$ cat src/ntio_pkg.sv
// Package for the I/O node lookup pipeline.
// Item record, configuration record and the per-stage step function.
// No dependencies.
`default_nettype none
package ntio_pkg;

  localparam int unsigned NDim       = 4;
  localparam int unsigned RegW       = 9;
  localparam int unsigned NodeW      = 32;
  localparam int unsigned DivStages  = 8;   // stages per 32-bit coordinate split
  localparam int unsigned DivSteps   = 4;   // quotient bits per stage
  localparam int unsigned BlkSteps   = 3;   // quotient bits per stage, 9-bit divides
  localparam int unsigned RoundStart = NDim * DivStages;        // 32
  localparam int unsigned MulStage   = RoundStart + 3;          // 35
  localparam int unsigned LinStage   = MulStage + 1;            // 36
  localparam int unsigned NStages    = LinStage + 3;            // 39
  localparam logic [2:0]  IdxParts   = 3'd4;

  typedef struct packed {
    logic [NDim-1:0][RegW-1:0] ext;
    logic [NDim-1:0][RegW-1:0] prt;
  } cfg_t;

  typedef struct packed {
    logic [NodeW-1:0]          node;
    logic                      bad;
    logic [NodeW-1:0]          num;    // dividend, turning into quotient
    logic [RegW-1:0]           rem;    // partial remainder
    logic [NDim-1:0][RegW-1:0] coord;
    logic [NDim-1:0][RegW-1:0] blk;    // extent / parts, then per-lane divisor
    logic [NDim-1:0][RegW-1:0] brem;
    logic [NodeW-1:0]          rank;
  } item_t;

  function automatic item_t stage_f(input int unsigned s, input item_t i, input cfg_t cfg);
    item_t       o;
    logic [RegW:0] t;
    logic [1:0]  d;
    logic        anybad;
    o = i;
    d = 2'(s / DivStages);
    anybad = 1'b0;
    if (s < RoundStart) begin
      if (s == 0) begin
        o.num = o.node;
        for (int l = 0; l < NDim; l++) begin
          o.blk[l]  = cfg.ext[l];
          o.brem[l] = '0;
        end
      end
      if ((s % DivStages) == 0) o.rem = '0;
      // restoring division of the running quotient by the current extent
      for (int k = 0; k < DivSteps; k++) begin
        t = {o.rem, o.num[NodeW-1]};
        o.num = {o.num[NodeW-2:0], 1'b0};
        if (t >= {1'b0, cfg.ext[d]}) begin
          o.rem    = RegW'(t - {1'b0, cfg.ext[d]});
          o.num[0] = 1'b1;
        end else begin
          o.rem = t[RegW-1:0];
        end
      end
      // block size and divisibility check, lanes in parallel
      if (s < 3) begin
        for (int l = 0; l < NDim; l++) begin
          for (int k = 0; k < BlkSteps; k++) begin
            t = {o.brem[l], o.blk[l][RegW-1]};
            o.blk[l] = {o.blk[l][RegW-2:0], 1'b0};
            if (t >= {1'b0, cfg.prt[l]}) begin
              o.brem[l]   = RegW'(t - {1'b0, cfg.prt[l]});
              o.blk[l][0] = 1'b1;
            end else begin
              o.brem[l] = t[RegW-1:0];
            end
          end
        end
      end
      if (s == 2) begin
        for (int l = 0; l < NDim; l++) begin
          if (cfg.ext[l] == '0 || cfg.prt[l] == '0 || o.brem[l] != '0) anybad = 1'b1;
        end
        o.bad = anybad;
      end
      if ((s % DivStages) == DivStages - 1) o.coord[d] = o.rem;
    end else if (s < MulStage) begin
      if (s == RoundStart) begin
        for (int l = 0; l < NDim; l++) o.brem[l] = '0;
      end
      for (int l = 0; l < NDim; l++) begin
        for (int k = 0; k < BlkSteps; k++) begin
          t = {o.brem[l], o.coord[l][RegW-1]};
          o.coord[l] = {o.coord[l][RegW-2:0], 1'b0};
          if (t >= {1'b0, o.blk[l]}) begin
            o.brem[l]     = RegW'(t - {1'b0, o.blk[l]});
            o.coord[l][0] = 1'b1;
          end else begin
            o.brem[l] = t[RegW-1:0];
          end
        end
      end
    end else if (s == MulStage) begin
      for (int l = 0; l < NDim; l++) o.coord[l] = RegW'(o.coord[l] * o.blk[l]);
    end else if (s == LinStage) begin
      o.rank = NodeW'(o.coord[3] * cfg.ext[2] + {9'd0, o.coord[2]});
    end else if (s == LinStage + 1) begin
      o.rank = NodeW'(o.rank * cfg.ext[1] + {23'd0, o.coord[1]});
    end else begin
      o.rank = NodeW'(o.rank * cfg.ext[0] + {23'd0, o.coord[0]});
      if (o.bad) o.rank = o.node;
    end
    return o;
  endfunction

endpackage
`default_nettype wire

$ cat src/ntio_stage.sv
// One register stage of the lookup pipeline.
// Depends on ntio_pkg (item record and step function).
`default_nettype none
module ntio_stage #(
  parameter int unsigned Stage = 0
) (
  input  wire             clk_i,
  input  wire             rst_ni,
  input  wire             adv_i,
  input  wire             valid_i,
  input  ntio_pkg::item_t item_i,
  input  ntio_pkg::cfg_t  cfg_i,
  output logic            valid_o,
  output ntio_pkg::item_t item_o
);
  logic            valid_q;
  ntio_pkg::item_t item_q, item_d;

  assign item_d = ntio_pkg::stage_f(Stage, item_i, cfg_i);

  always_ff @(posedge clk_i or negedge rst_ni) begin
    if (!rst_ni) begin
      valid_q <= 1'b0;
    end else if (adv_i) begin
      valid_q <= valid_i;
    end
  end

  always_ff @(posedge clk_i) begin
    if (adv_i) begin
      item_q <= item_d;
    end
  end

  assign valid_o = valid_q;
  assign item_o  = item_q;
endmodule
`default_nettype wire

$ cat config.mk
export PLATFORM = sky130hd
export DESIGN_NAME = ntio_stage
export DESIGN_NICKNAME = d
export VERILOG_FILES = /design/src/ntio_pkg.sv /design/src/ntio_stage.sv
export SDC_FILE = /design/constraint.sdc
export NUM_CORES = 1
export LEC_CHECK = 0
export BUFFER_PORTS_ARGS = -buffer_cell sky130_fd_sc_hd__buf_2
export CAP_MARGIN = 30
export CORE_AREA = 2 2 197 199
export DETAILED_ROUTE_END_ITERATION = 10
export DIE_AREA = 0 0 199 201
export MAX_ROUTING_LAYER = met4
export PLACE_DENSITY = 0.65
export SYNTH_ARGS = -nofsm -noshare
export SYNTH_HDL_FRONTEND = slang
export SYNTH_SLANG_ARGS = --single-unit
$ cat constraint.sdc
create_clock -name clk_i -period 1 [get_ports clk_i]
set_input_delay 0.3 -clock clk_i [delete_from_list [all_inputs] [get_ports clk_i]]
set_output_delay 0.3 -clock clk_i [all_outputs]
set_load 0.1 [all_outputs]
==> results.txt <==
----------------------------------------------------
[Run status]
  Outcome ... finished, violations left
  Failing checks ... setup timing

[CTS]
  Clk slew on worst S/H paths ... approximately 0.08 ns
  TritonCTS clock tree ... done
  Sink Count ... 187
  Clock tree root buffer cell ... sky130_fd_sc_hd__clkbuf_16
  Clock Path Buffers ... 2
  Num CTS Buffers ... 17
  Clock H-tree levels ... 4
  Clock insertion delay at the later pin of the skew report ... about 0.46 ns

[Die]
  Std cell rows ... slightly above 70
  Vertical die dimension ... 201 um
  Horizontal die dimension ... 199 um
  Floorplan Core Area ... approximately 38000 sq um
  Starting Density ... between 30% and 40%
  Boundary Pins ... approximately 510
  Die footprint ... about 40000 sq um

[Drt]
  Detailed Route Iter0 Violations ... between 500 and 600
  Vias ... 11600
  Average routed wire per standard cell ... 17.7 um
  Number of vias per cell after detailed routing ... between 4 and 5
  Overall routed net length ... ~44000 um
  Number of design rule violations left after detail routing ... 0
  Router iterations before antenna repair ... 5
  Count of nets left with antenna violations after detail routing ... 0

[Finish]
  Diode count ... 0
  Final standard cell utilization of the core ... a little over three fifths
  Area of the multi-input gates ... 6600 sq um
  Net count reported at finish ... approximately 2400
  FF/Latch Area ... 5610 sq um
  Area growth from synthesis to layout ... 105%
  Number of cells in the finished layout apart from fillers ... 2486
  Layout cells sized above 1 ... 56.7%
  Post-layout instance area ... 23800 sq um
  Fill cell count ... between 2000 and 3000

[GRT]
  Maximum number of pins on one net before global-route repair ... 30
  Number of global-route vias before repair ... approximately 12000
  GR Util All Layers ... around 22%
  Global-route wire length before repair ... approximately 65000 um
  Overflow left after global routing ... 0
  Antenna violations before repair ... 0

[Power and ir drop]
  Share of total power consumed by net switching ... a little under two fifths
  Internal power of the cells ... 18200 uW
  Leakage ... around 0.011 uW
  Part of the total power dissipated in combinational logic ... a little over two fifths
  Worst voltage drop across the vdd grid ... between 0.001 and 0.0015 V
  Sequential share of power ... 33.6%
  Part of the total power dissipated in the clock network ... between 20 and 25%
  Power per standard cell area ... roughly 1200 nW/um^2
  Sw power ... ~11000 uW

[Logic synthesis]
  Proportion of netlist area held by the largest area contributor ... roughly 48%
  Post-synthesis sequential area ratio ... approximately 48%
  Count of flip-flops with a built-in enable after synthesis ... about 190
  Syn avg cell area ... 11.5 sq um
  Post-synth ARST share ... less than 1%
  Post-Synthesis Net Count ... roughly 1400
  Main flop type after synthesis ... sky130_fd_sc_hd__edfxtp_1
  Post-synthesis register bit count ... approximately 190
  Count of cell types in the netlist ... 61
  Yosys warning total ... 0
  Post-synthesis cell type with the largest combined area ... sky130_fd_sc_hd__edfxtp_1
  Gate Count Post-Synth ... between 1000 and 1500
  Top cells by area in the synthesized netlist ... sky130_fd_sc_hd__edfxtp_1, sky130_fd_sc_hd__ha_1, sky130_fd_sc_hd__mux2_2
  Post-synthesis instance area ... roughly 12000 sq um

[Timing]
  Hold_ws ... 0.0298 ns
  Slew at the pin closest to its max-slew limit ... about 0.6 ns
  Max Clock Freq ... about 0.19 GHz
  Total count of hold-check failures in the final report ... 0
  Number of failing setup endpoints in the final timing report ... between 200 and 300
  Final Max Tran Viols ... 0
  Fin crit period ... 5.39 ns
  Unrepaired setup endpoints after global routing ... yes
  Final setup slack of the worst path ... -4.39 ns
  Slew HR ... about 59%
  Fin crit share ... 539%
  Final worst clock skew ... 0 ns

[Placed design]
  Instance count after placement with tap cells included ... 2288
  Area after detailed placement ... roughly 21000 sq um
  Port-buffer cells ... 391
  HPWL Detailed ... roughly 34000 um
  Weighted congestion at the end of routability-driven global placement ... between 0.9 and 1
  Post-place setup slack ... -5.05 ns

[Setup path]
  Sort of element at the end of the critical path ... flop
  Critical path's largest stage delay ... just under 0.4 ns
  Arrival time at the worst endpoint ... 5.61 ns
  Critical path startpoint category ... input port
  Worst Setup Path Type ... input port to flop
  Required arrival time at the worst endpoint ... approximately 1.2 ns
  Critical path's slowest cell ... sky130_fd_sc_hd__nor4_4
  Critical path peak fanout ... 8

[Hold path]
  Worst hold path type ... input port to flop

[Run]
  Max-Cap Viols ... 0

----------------------------------------------------
## Yosys cell counts, types with 6 or more instances
cell / number
sky130_fd_sc_hd__clkbuf_1: 6
sky130_fd_sc_hd__buf_4: 29
sky130_fd_sc_hd__a31oi_1: 7
sky130_fd_sc_hd__mux2_2: 42
sky130_fd_sc_hd__or2_2: 6
sky130_fd_sc_hd__nor2_1: 58
sky130_fd_sc_hd__nand3_1: 10
sky130_fd_sc_hd__a21oi_1: 61
sky130_fd_sc_hd__o31ai_1: 6
sky130_fd_sc_hd__nand2_1: 42
sky130_fd_sc_hd__and2_1: 22
sky130_fd_sc_hd__o221ai_1: 8
sky130_fd_sc_hd__xor2_1: 25
sky130_fd_sc_hd__ha_1: 109
sky130_fd_sc_hd__fa_1: 11
sky130_fd_sc_hd__a21o_1: 23
sky130_fd_sc_hd__inv_1: 98
sky130_fd_sc_hd__mux2i_1: 13
sky130_fd_sc_hd__nor3_1: 22
sky130_fd_sc_hd__a21boi_0: 9
sky130_fd_sc_hd__o21bai_1: 8
sky130_fd_sc_hd__nor4_1: 8
sky130_fd_sc_hd__nor2b_1: 35
sky130_fd_sc_hd__nand2b_1: 12
sky130_fd_sc_hd__edfxtp_1: 186
sky130_fd_sc_hd__nand4_1: 23
sky130_fd_sc_hd__o21ai_0: 40
sky130_fd_sc_hd__or3_1: 6
sky130_fd_sc_hd__xnor2_1: 36
## layout make-up
| cell class | instances | area share (%) |
|---|---|---|
| clock inverter | 14 | 0.735 |
| timing repair buffer | 955 | 41.7 |
| multi-input combinational | 694 | 27.7 |
| sequential | 187 | 23.6 |
| clock buffer | 18 | 1.84 |
| tap | 518 | 2.72 |
| inverter | 100 | 1.74 |
## timing repair
action,4_1_cts,5_1_grt
endpoints found under the setup margin,274,274
pin swaps,51,31
buffers inserted,48,24
resized for setup,108,89
hold buffers,98,0
gates cloned,2,1
endpoints found under the hold margin,98,0
## stage by stage
stage / TNS (ns) / total power (uW)
final: -271.38 / 29500
after detailed placement: -253.49 / 21700
after global placement: -248.36 / 21500
after CTS: -275.63 / 29500
after global routing: -289.17 / 30400
after floorplan: -252.61 / 16600
## routing by layer
metal,up-vias,GRT usage (%),part of all wire (%)
met4,0,6.66,2.3
met3,47,3.80,4.2
met2,320,40.6,54
met5,-,-,0
li1,5591,-,-
met1,5613,24.1,40
## critical path: cells and delay by family
kind	cells	cell delay (ns)
and+or+nand+nor	7	1.07
AOI/OAI and AO/OA	12	2.29
buffers and inverters	6	0.65
muxes	2	0.48
adders and majority gates	3	0.80
## power by group through the flow
stage          Sequential [uW]  Clock, uW  Combinational, uW
2_1_floorplan            14000          0               2640
3_3_place_gp             10100          0              11400
3_5_place_dp             10100          0              11600
4_1_cts                   9920       7440              12100
5_1_grt                   9960       7660              12800
6_report                  9910       7250              12300
## cells in the final DEF (no fill, tap or decap), drive strengths merged, types with 4 or more instances in the layout
master / count
buf: 855
edfxtp: 186
ha: 109
inv: 108
dlygate4sd3: 98
a21oi: 61
nor2: 58
nand2: 42
mux2: 42
o21ai: 40
xnor2: 36
nor2b: 35
xor2: 25
a21o: 23
nand4: 23
nor3: 22
and2: 22
clkbuf: 20
mux2i: 14
nand2b: 12
fa: 11
nand3: 10
a21boi: 10
nor4: 9
o21bai: 8
o221ai: 8
a31oi: 7
or3: 6
or2: 6
o31ai: 6
a211oi: 5
o31a: 4
and4: 4
o311ai: 4
nor3b: 4
## path summary, 6_finish.rpt
check / endpoint / start / cells after the start / slack, ns
max: item_o[144] / cfg_i[42] / 30 / -4.39
min: item_o[17] / item_i[17] / 1 / 0.03
max reg2reg: valid_o / valid_o / 1 / 0.11
min reg2reg: valid_o / valid_o / 1 / 0.63
max in group asynchronous: valid_o / rst_ni / 2 / 0.75
min in group asynchronous: valid_o / rst_ni / 2 / 0.14
## cell families after synthesis
| group | share of synthesized area, % |
|---|---|
| and+or+nand+nor | 12.3 |
| DFF | 48.2 |
| adders and majority gates | 13.6 |
| buffers and inverters | 5.37 |
| muxes | 5.37 |
| xor gates and xnor gates | 4.59 |
| AOI/OAI and AO/OA | 10.6 |
## flip-flops by register name (all words and copies together), names as in the netlist
signal	count
item_o	186
valid_o	1
Power figures use the tool's default switching activity.
